`config.mk`:
```
export PLATFORM = sky130hd
export DESIGN_NAME = csalu_cell
export DESIGN_NICKNAME = d
export VERILOG_FILES = /design/src/design/assert_macros.svh /design/src/design/csalu_pkg.sv /design/src/design/csalu_cell.sv
export SDC_FILE = /design/constraint.sdc
export NUM_CORES = 1
export LEC_CHECK = 0
export BUFFER_PORTS_ARGS = -buffer_cell sky130_fd_sc_hd__buf_2
export CAP_MARGIN = 30
export CORE_ASPECT_RATIO = 0.6
export CORE_MARGIN = 2
export CORE_UTILIZATION = 41
export CTS_BUF_LIST = sky130_fd_sc_hd__clkbuf_2
export CTS_CLUSTER_DIAMETER = 100
export DETAILED_ROUTE_END_ITERATION = 16
export PLACE_DENSITY = 0.79
export SLEW_MARGIN = 30
export SYNTH_ARGS = -nofsm -noshare
export SYNTH_HDL_FRONTEND = slang
export SYNTH_SLANG_ARGS = --single-unit
```
`constraint.sdc`:
```
create_clock -name clk -period 0.8 [get_ports clk]
set_input_delay 0 -clock clk [delete_from_list [all_inputs] [get_ports clk]]
set_output_delay 0 -clock clk [all_outputs]
set_load 0.1 [all_outputs]
```
`src/design/assert_macros.svh`:
```
// Assertion macros shared by the checked ALU RTL.
// Depends on nothing; included by modules that carry assertions.
`ifndef ASSERT_MACROS_SVH
`define ASSERT_MACROS_SVH
`ifndef ASSERT_OFF
`define ASSERT_IMPLIES(label, clk, rst_n, pre, post) \
    label: assert property (@(posedge clk) disable iff (!rst_n) (pre) |-> (post)) \
        else $error("assertion failed");
`define ASSERT_NEXT(label, clk, rst_n, pre, post) \
    label: assert property (@(posedge clk) disable iff (!rst_n) (pre) |=> (post)) \
        else $error("assertion failed");
`else
`define ASSERT_IMPLIES(label, clk, rst_n, pre, post)
`define ASSERT_NEXT(label, clk, rst_n, pre, post)
`endif
`endif

```
`src/design/csalu_pkg.sv`:
```
// Package for the checked signed ALU: operation codes and width defaults.
// Depends on nothing.
package csalu_pkg;
    localparam int DataWidthDefault = 32;
    typedef enum logic [1:0] {
        OP_ADD = 2'd0,
        OP_SUB = 2'd1,
        OP_MUL = 2'd2,
        OP_DIV = 2'd3
    } op_t;
endpackage

```
`src/design/csalu_cell.sv`:
```
// One restoring-division cell of the checked ALU pipeline.
// Depends on csalu_pkg.
module csalu_cell
    import csalu_pkg::*;
#(
    parameter int DATA_WIDTH = DataWidthDefault,
    parameter int BIT_IDX = 0
)
(
    input  logic                  clk,
    input  logic                  rst_n,
    input  logic                  valid_in,
    input  logic [DATA_WIDTH:0]   rem_in,
    input  logic [DATA_WIDTH-1:0] quo_in,
    input  logic [DATA_WIDTH-1:0] dvd_in,
    input  logic [DATA_WIDTH-1:0] dvs_in,
    input  logic                  pass_in,
    input  logic [DATA_WIDTH-1:0] val_in,
    input  logic                  err_in,
    input  logic                  neg_in,
    output logic                  valid_out,
    output logic [DATA_WIDTH:0]   rem_out,
    output logic [DATA_WIDTH-1:0] quo_out,
    output logic [DATA_WIDTH-1:0] dvd_out,
    output logic [DATA_WIDTH-1:0] dvs_out,
    output logic                  pass_out,
    output logic [DATA_WIDTH-1:0] val_out,
    output logic                  err_out,
    output logic                  neg_out
);
    logic [DATA_WIDTH:0] shifted;
    logic [DATA_WIDTH+1:0] trial;
    logic valid_reg;
    logic [DATA_WIDTH:0] rem_reg;
    logic [DATA_WIDTH-1:0] quo_reg, dvd_reg, dvs_reg, val_reg;
    logic pass_reg, err_reg, neg_reg;

    always_comb
    begin
        shifted = {rem_in[DATA_WIDTH-1:0], dvd_in[BIT_IDX]};
        trial   = {1'b0, shifted} - {2'b00, dvs_in};
    end

    always_ff @(posedge clk or negedge rst_n)
    begin
        if (!rst_n)
        begin
            valid_reg <= 1'b0;
        end
        else
        begin
            valid_reg <= valid_in;
        end
    end

    // Advance the partial remainder by one quotient bit.
    always_ff @(posedge clk)
    begin
        if (trial[DATA_WIDTH+1])
        begin
            rem_reg <= shifted;
            quo_reg <= quo_in;
        end
        else
        begin
            rem_reg <= trial[DATA_WIDTH:0];
            quo_reg <= quo_in | (DATA_WIDTH'(1) << BIT_IDX);
        end
        dvd_reg  <= dvd_in;
        dvs_reg  <= dvs_in;
        pass_reg <= pass_in;
        val_reg  <= val_in;
        err_reg  <= err_in;
        neg_reg  <= neg_in;
    end

    assign valid_out = valid_reg;
    assign rem_out   = rem_reg;
    assign quo_out   = quo_reg;
    assign dvd_out   = dvd_reg;
    assign dvs_out   = dvs_reg;
    assign pass_out  = pass_reg;
    assign val_out   = val_reg;
    assign err_out   = err_reg;
    assign neg_out   = neg_reg;
endmodule

```
==> results of run 1 <==
## synthesized netlist by cell type, types with 6 or more instances
master	n
xnor2_1	16
inv_1	38
nor2_1	16
ha_1	32
dfxtp_1	164
xor2_1	12
nand3_1	12
o21ai_0	19
a21oi_1	28
o21a_1	6
nand2_1	22
a21o_1	12
mux2_4	24
nand2b_1	8
## stage by stage
stage	instance area (µm²)	utilization	hold slack, ps
3_3_place_gp	11300	0.829	-226
3_5_place_dp	11300	0.829	-221
2_1_floorplan	6240	-	-296
## logic make-up after synthesis
family,count (synthesis),synth area share
buffers and inverters,47,0.0352
and+or+nand+nor,81,0.0719
xor gates and xnor gates,28,0.0428
adders and majority gates,33,0.0734
AOI/OAI and AO/OA,101,0.121
muxes,32,0.0778
DFF,165,0.578
==> run metrics, run 1 <==
status=did not finish; Fail Step=4_1_cts; tool error=[ERROR RSZ-0060] Max buffer count reached.; Num Clock Sinks=roughly 170; IO Port Bufs=between 300 and 400; Mapped Area=0.00572 mm²; gpl congestion=about 0.9; CTS max path bufs=2; synth warn=0; EDFF count, synth=0; Boundary Pins=roughly 330; Initial Util=0.420; htree depth=4; synthesized net count=687; FFs w/ async S/R, synth=0.00606; hold_buf cts=228; Avg Inst Size Synth=roughly 12 µm²; total CTS buffers=17; post-synth top area cell=dfxtp_1; Post-Syn Instances=roughly 500; FP Rows=33; Root Buffer=clkbuf_2; overall die width=between 150 and 200 µm; Synth Register Bits=165; post-synth top area share=0.574; register area share after synthesis=0.578; PostCTS Resize Cnt=86; DP HPWL=~18000 µm; Die Y-Extent=around 96 µm; library cells used by synthesis=50; Synth Flop Type=dfxtp_1; # placed instances=between 1000 and 1500; postcts setup bufs=15; Synth area leaders=dfxtp_1 57%, ha_1 7.0%, mux2_4 6.3%, inv_1 2.5%, a21oi_1 2.4%; dpl ws=-1650 ps
==> run 2: changes to the inputs <==
--- a/config.mk
+++ b/config.mk
@@ -7,13 +7,10 @@
 export LEC_CHECK = 0
 export BUFFER_PORTS_ARGS = -buffer_cell sky130_fd_sc_hd__buf_2
 export CAP_MARGIN = 30
-export CORE_ASPECT_RATIO = 0.6
 export CORE_MARGIN = 2
-export CORE_UTILIZATION = 41
-export CTS_BUF_LIST = sky130_fd_sc_hd__clkbuf_2
-export CTS_CLUSTER_DIAMETER = 100
+export CORE_UTILIZATION = 30
 export DETAILED_ROUTE_END_ITERATION = 16
-export PLACE_DENSITY = 0.79
+export PLACE_DENSITY_LB_ADDON = 0.15
 export SLEW_MARGIN = 30
 export SYNTH_ARGS = -nofsm -noshare
 export SYNTH_HDL_FRONTEND = slang
==> constraint.sdc (replaced) <==
create_clock -name clk -period 1 [get_ports clk]
set_input_delay 0 -clock clk [delete_from_list [all_inputs] [get_ports clk]]
set_output_delay 0 -clock clk [all_outputs]
set_load 0.1 [all_outputs]
==> run 2 against run 1 <==
The flow now finishes, with violations (hold timing, setup timing). Synthesized cell count is the same. Area after synthesis is the same.
==> run metrics, run 2 <==
hold path start=rem_in[0]; Mapped Area=0.00572 mm² (unchanged); Hold WS=-188 ps; Avg WL per Cell=approximately 18 µm; failing checks=hold timing, setup timing; Critical Path RT=1320 ps; most frequent cells in the layout=169 x buf_12, 167 x dlygate4sd3_1, 158 x buf_2, 136 x dfxtp_2, 105 x buf_4; Avg Inst Size Synth=11.8 µm² (unchanged); Num Clock Sinks=165 (unchanged); path type of the worst setup path=input pin to flop; fin area=roughly 0.014 mm²; FP Rows=50 (+52%); first-pass GRT wire length=roughly 36000 µm; Initial Util=0.306 (-0.114); Boundary Pins=332 (unchanged); GRT Total Usage=0.237; Synth Flop Type=dfxtp_1; post-synth top area share=0.574 (unchanged); RSZ-0062 raised after global routing=true; DRT Wirelength=25200 µm; leakage power=approximately 6.5 nW; via count=6147; Synth top cells by count=164 x dfxtp_1, 38 x inv_1, 32 x ha_1, 28 x a21oi_1, 24 x mux2_4; vias in the first global route=approximately 6500; gpl congestion=0.828 (-8.4%); post-synth top area cell=dfxtp_1; worst setup margin=-944 ps; total power=between 20 and 25 mW; IO Port Bufs=330 (unchanged); fin cells=about 1400; Pwr Density=between 1500 and 2000 mW/mm²; worst vdd ir=about 1.4 mV; initial antenna violation count=7; global route overflow=0; Hold EP=rem_out[1]; synthesized net count=687 (unchanged); layout cells sized above 1=0.634; htree depth=4 (unchanged); Final Hold Vio Count=1; Worst Hold Class=input pin to flop; CP Launch Type=input pin; max cap viols=0; CTS tree=done; Slew Viols, Final=0; via/cell ratio=approximately 4.5; Core ar.=approximately 0.019 mm²; Post-Syn Instances=487 (unchanged); Largest register FFs=33; # setup viols final=36; Cell Area, Placed=0.0111 mm² (-1.6%); Crit. End Element=flop; Max Freq=around 0.5 GHz; net count reported at finish=between 1000 and 1500; synth warn=0 (unchanged); Critical Path Start=dvs_in[10]; post-route ant nets=0; total CTS buffers=17 (unchanged); drt drc=0; register area share after synthesis=0.578 (unchanged); overall die width=142 µm (-9.2%); period utilization=1.94; full die area=0.0202 mm²; Root Buffer=clkbuf_16; Slew @ Worst Pin=about 470 ps; EDFF count, synth=0 (unchanged); CTS clk-pin slew, worst paths=80 ps; Die Y-Extent=142 µm (+49%); Hold Path Cell Cnt=2; CP Data Arrival Time=between 2000 and 2500 ps; CP Max Fanout=8; largest net degree at the start of global routing=20; status=finished, violations left; most frequent cell after synthesis=dfxtp_1; library cells used by synthesis=50 (unchanged); Synth Register Bits=165 (unchanged); # placed instances=1138 (+4.8%); Rel. slew slack=0.686; FFs w/ async S/R, synth=0.00606 (unchanged); DP HPWL=16600 µm (-7.5%); area grow syn2layout=145%; Synth area leaders=dfxtp_1 57%, ha_1 7.0%, mux2_4 6.3%, inv_1 2.5%, a21oi_1 2.4%; initial drt markers=approximately 150; drt first pass iters=4; commonest non-fill, non-tap cell in the layout=buf_12; CTS max path bufs=2 (unchanged); minimum clock period=between 1500 and 2000 ps
==> run 2: cell counts after synthesis <==
No cell type changed its count.
==> run 2: worst max-delay path, cell delays in order <==
cell	delay (ps)
buf_2	110
inv_2	50
ha_4	280
and4_4	260
nand3_4	80
a21oi_4	160
o31ai_4	100
o31a_4	310
o21ai_4	170
a21oi_4	100
buf_6	140
buf_6	100
buf_12	140
mux2_4	290
==> run 2: cell type report <==
cell class / instances / area, µm²
multi-input cells: 275 / 2610
well taps: 234 / 293
repair buffers: 616 / 6860
diodes: 6 / 15.0
inverters: 38 / 183
fillers: 1133 / 4660
clock inverters: 15 / 183
clock buffers: 17 / 425
flip-flops and latches: 165 / 3480
==> run 2: worst max-delay path by stage <==
| stage | end | cells past startpoint |
|---|---|---|
| 2_1_floorplan | rem_out[28] | 12 |
| 3_3_place_gp | rem_out[28] | 13 |
| 3_5_place_dp | rem_out[28] | 13 |
| 4_1_cts | rem_out[28] | 14 |
| 5_1_grt | rem_out[27] | 14 |
| 6_report | rem_out[21] | 14 |
==> run 2: report_power, final <==
part | switching, mW | internal (mW)
logic | 5.99 | 4.38
registers | 0.502 | 7.27
clock network | 3.29 | 3.40
total | 9.78 | 15.0
==> run 2: per-stage QoR <==
stage	hold slack, ps	utilization	setup WS [ps]	setup TNS, ps
after CTS	-320	0.733	-846	-26690
final	-188	0.751	-944	-29670
after floorplan	-296	-	-1080	-34700
after global routing	-201	0.751	-1000	-31750
after global placement	-225	0.594	-1480	-44850
after detailed placement	-225	0.594	-1490	-45820
==> run 2: kinds of logic after synthesis <==
kind of cell,after synthesis,share of synthesized area
simple gates,81,0.0719
buf+inv,47,0.0352
xor+xnor,28,0.0428
flops,165,0.578
compound gates,101,0.121
mux,32,0.0778
fa+ha+maj,33,0.0734
==> run 2: metal layers <==
metal / GRT usage / routed length, µm
met1: 0.258 / 9350
met2: 0.429 / 13300
met3: 0.0717 / 1740
met4: 0.0942 / 750
met5: 0 / 19
==> run 2: repair_timing <==
item,4_1_cts,5_1_grt
hold endpoints to repair,166,4
setup buffers,11,11
setup endpoints to repair,77,137
pin swaps,15,10
resized for setup,86,112
cloned,1,3
hold buffers,163,4
Power figures use the tool's default switching activity.
==> run 3: changes to the inputs <==
==> constraint.sdc (replaced) <==
create_clock -name clk -period 1.65 [get_ports clk]
set_input_delay 0.4125 -clock clk [delete_from_list [all_inputs] [get_ports clk]]
set_output_delay 0.4125 -clock clk [all_outputs]
set_load 0.1 [all_outputs]
==> run 3 against run 2 <==
The run ends with setup timing left. Cell area fell by 32%. Sequential cell count is the same. Global-route usage fell by 6.0 points. Largest cell class is now sequential cells. Die area is the same. Critical path depth unchanged. Via count decreased by 16%. Worst hold slack better by 260 ps. Power is 47% lower. Clock power fell by 42%. Count of clock-buffer cells in the layout rose by 1. Critical endpoint is now rem_out[24]. Combinational power shrank 54%. Sequential power shrank 43%.
==> run metrics, run 3 (synthesis results as in run 2) <==
Largest register FFs=33 (unchanged); Crit. End Element=flop; full die area=0.0202 mm² (unchanged); Cell Area, Placed=0.00864 mm² (-22%); total power=13.1 mW (-47%); drt drc=0 (unchanged); minimum clock period=between 2000 and 2500 ps; fin area=0.00962 mm² (-32%); path type of the worst setup path=input pin to flop; global route overflow=0 (unchanged); Initial Util=0.306 (unchanged); Critical Path RT=1960 ps (+640 ps); status=finished, violations left; DRT Wirelength=18100 µm (-28%); RSZ-0062 raised after global routing=true; vias in the first global route=5318 (-18%); fin cells=1187 (-13%); total CTS buffers=17 (unchanged); Rel. slew slack=0.649 (-0.0372); CP Launch Type=input pin; via/cell ratio=4.36 (-3.0%); max cap viols=0 (unchanged); area grow syn2layout=68.1%; Worst Hold Class=input pin to flop; net count reported at finish=1136 (-13%); Avg WL per Cell=15.3 µm (-17%); first-pass GRT wire length=27700 µm (-24%); Die Y-Extent=142 µm (unchanged); worst vdd ir=0.679 mV (-51%); layout cells sized above 1=0.602 (-0.0324); CTS clk-pin slew, worst paths=70 ps (about the same); commonest non-fill, non-tap cell in the layout=buf_2; via count=5180 (-16%); Boundary Pins=332 (unchanged); DP HPWL=14500 µm (-13%); FP Rows=50 (unchanged); # setup viols final=34 (-5.6%); # placed instances=1138 (unchanged); initial drt markers=145 (-0.68%); worst setup margin=-569 ps (+375 ps); CP Max Fanout=4 (-4); initial antenna violation count=5 (-2); htree depth=4 (unchanged); Root Buffer=clkbuf_16; most frequent cells in the layout=316 x buf_2, 164 x dfxtp_1, 106 x buf_4, 28 x mux2_4, 23 x inv_1; drt first pass iters=4 (unchanged); IO Port Bufs=330 (unchanged); CP Data Arrival Time=2530 ps (+260 ps); overall die width=142 µm (unchanged); Core ar.=0.0187 mm² (unchanged); gpl congestion=0.854 (+3.1%); Num Clock Sinks=165 (unchanged); Slew @ Worst Pin=530 ps (+64.4 ps); Slew Viols, Final=0 (unchanged); largest net degree at the start of global routing=19 (-5.0%); GRT Total Usage=0.177 (-0.0604); failing checks=setup timing; CTS tree=done; post-route ant nets=0 (unchanged); Pwr Density=1360 mW/mm² (-23%); Max Freq=around 0.45 GHz; period utilization=1.34; Final Hold Vio Count=0 (-1); leakage power=4.79 nW (-26%); CTS max path bufs=2 (unchanged)
==> run 3: changes by cell type in the layout (fill, tap and decap cells not counted), sizes merged <==
cell | before | now
clkinv | 9 | 6
inv | 44 | 45
clkinvlp | 0 | 1
dlygate4sd3 | 167 | 1
buf | 447 | 437
diode | 6 | 4
==> run 3: metal layers <==
metal  track usage  share of wire  wire [µm]  up-vias
met4        0.0758          0.024        440        0
li1              -              -          -     2590
met3        0.0572          0.077       1400       28
met1         0.207           0.41       7460     2361
met2         0.296           0.49       8850      201
met5             0              0          0        -
==> run 3: critical path: stages <==
cell,delay [ps]
buf_12,110
inv_12,40
ha_4,120
inv_2,40
fa_2,390
a211oi_2,220
nor2_2,70
o2111ai_2,180
buf_6,150
a21oi_4,60
a211oi_4,210
nand2b_1,100
xor2_1,160
mux2_4,260
==> run 3: power by group <==
part           internal [mW]  leakage (nW)  switching (mW)
Combinational           1.29          3.11            3.47
Sequential              4.33          1.40          0.0890
Clock                   2.07         0.288            1.85
==> run 3: timing repair <==
item / in CTS / in global routing
cloned: 1 / 0
pin swaps: 7 / 9
hold buffers: 1 / 0
hold endpoints to repair: 1 / 0
gates resized for setup: 43 / 31
buffers inserted: 7 / 6
setup endpoints to repair: 36 / 35
==> run 3: final cells by class <==
| type | count | area, µm² |
|---|---|---|
| diodes | 4 | 10.0 |
| clock buffers | 18 | 439 |
| clock inverters | 14 | 151 |
| fillers | 1716 | 9080 |
| inverters | 38 | 185 |
| multi-input cells | 275 | 2630 |
| flip-flops and latches | 165 | 3310 |
| well taps | 234 | 293 |
| repair buffers | 439 | 2600 |
==> run 3: final timing paths <==
check	end	depth (start not counted)	slack, ps	from
max in group asynchronous	valid_out	2	1260	rst_n
worst min-delay path	val_out[12]	1	70	val_in[12]
min in group asynchronous	valid_out	2	310	rst_n
worst max-delay path	rem_out[24]	14	-570	dvd_in[0]
==> run 3: stage by stage <==
step | hold WS (ps) | util | TNS (ps) | setup WS [ps]
floorplan | 117 | - | -26630 | -841
global placement | 187 | 0.462 | -36470 | -1190
finish | 73.1 | 0.514 | -17230 | -569
global route | 58.4 | 0.514 | -19760 | -681
CTS | 63.5 | 0.507 | -18040 | -596
detailed placement | 189 | 0.462 | -37070 | -1220
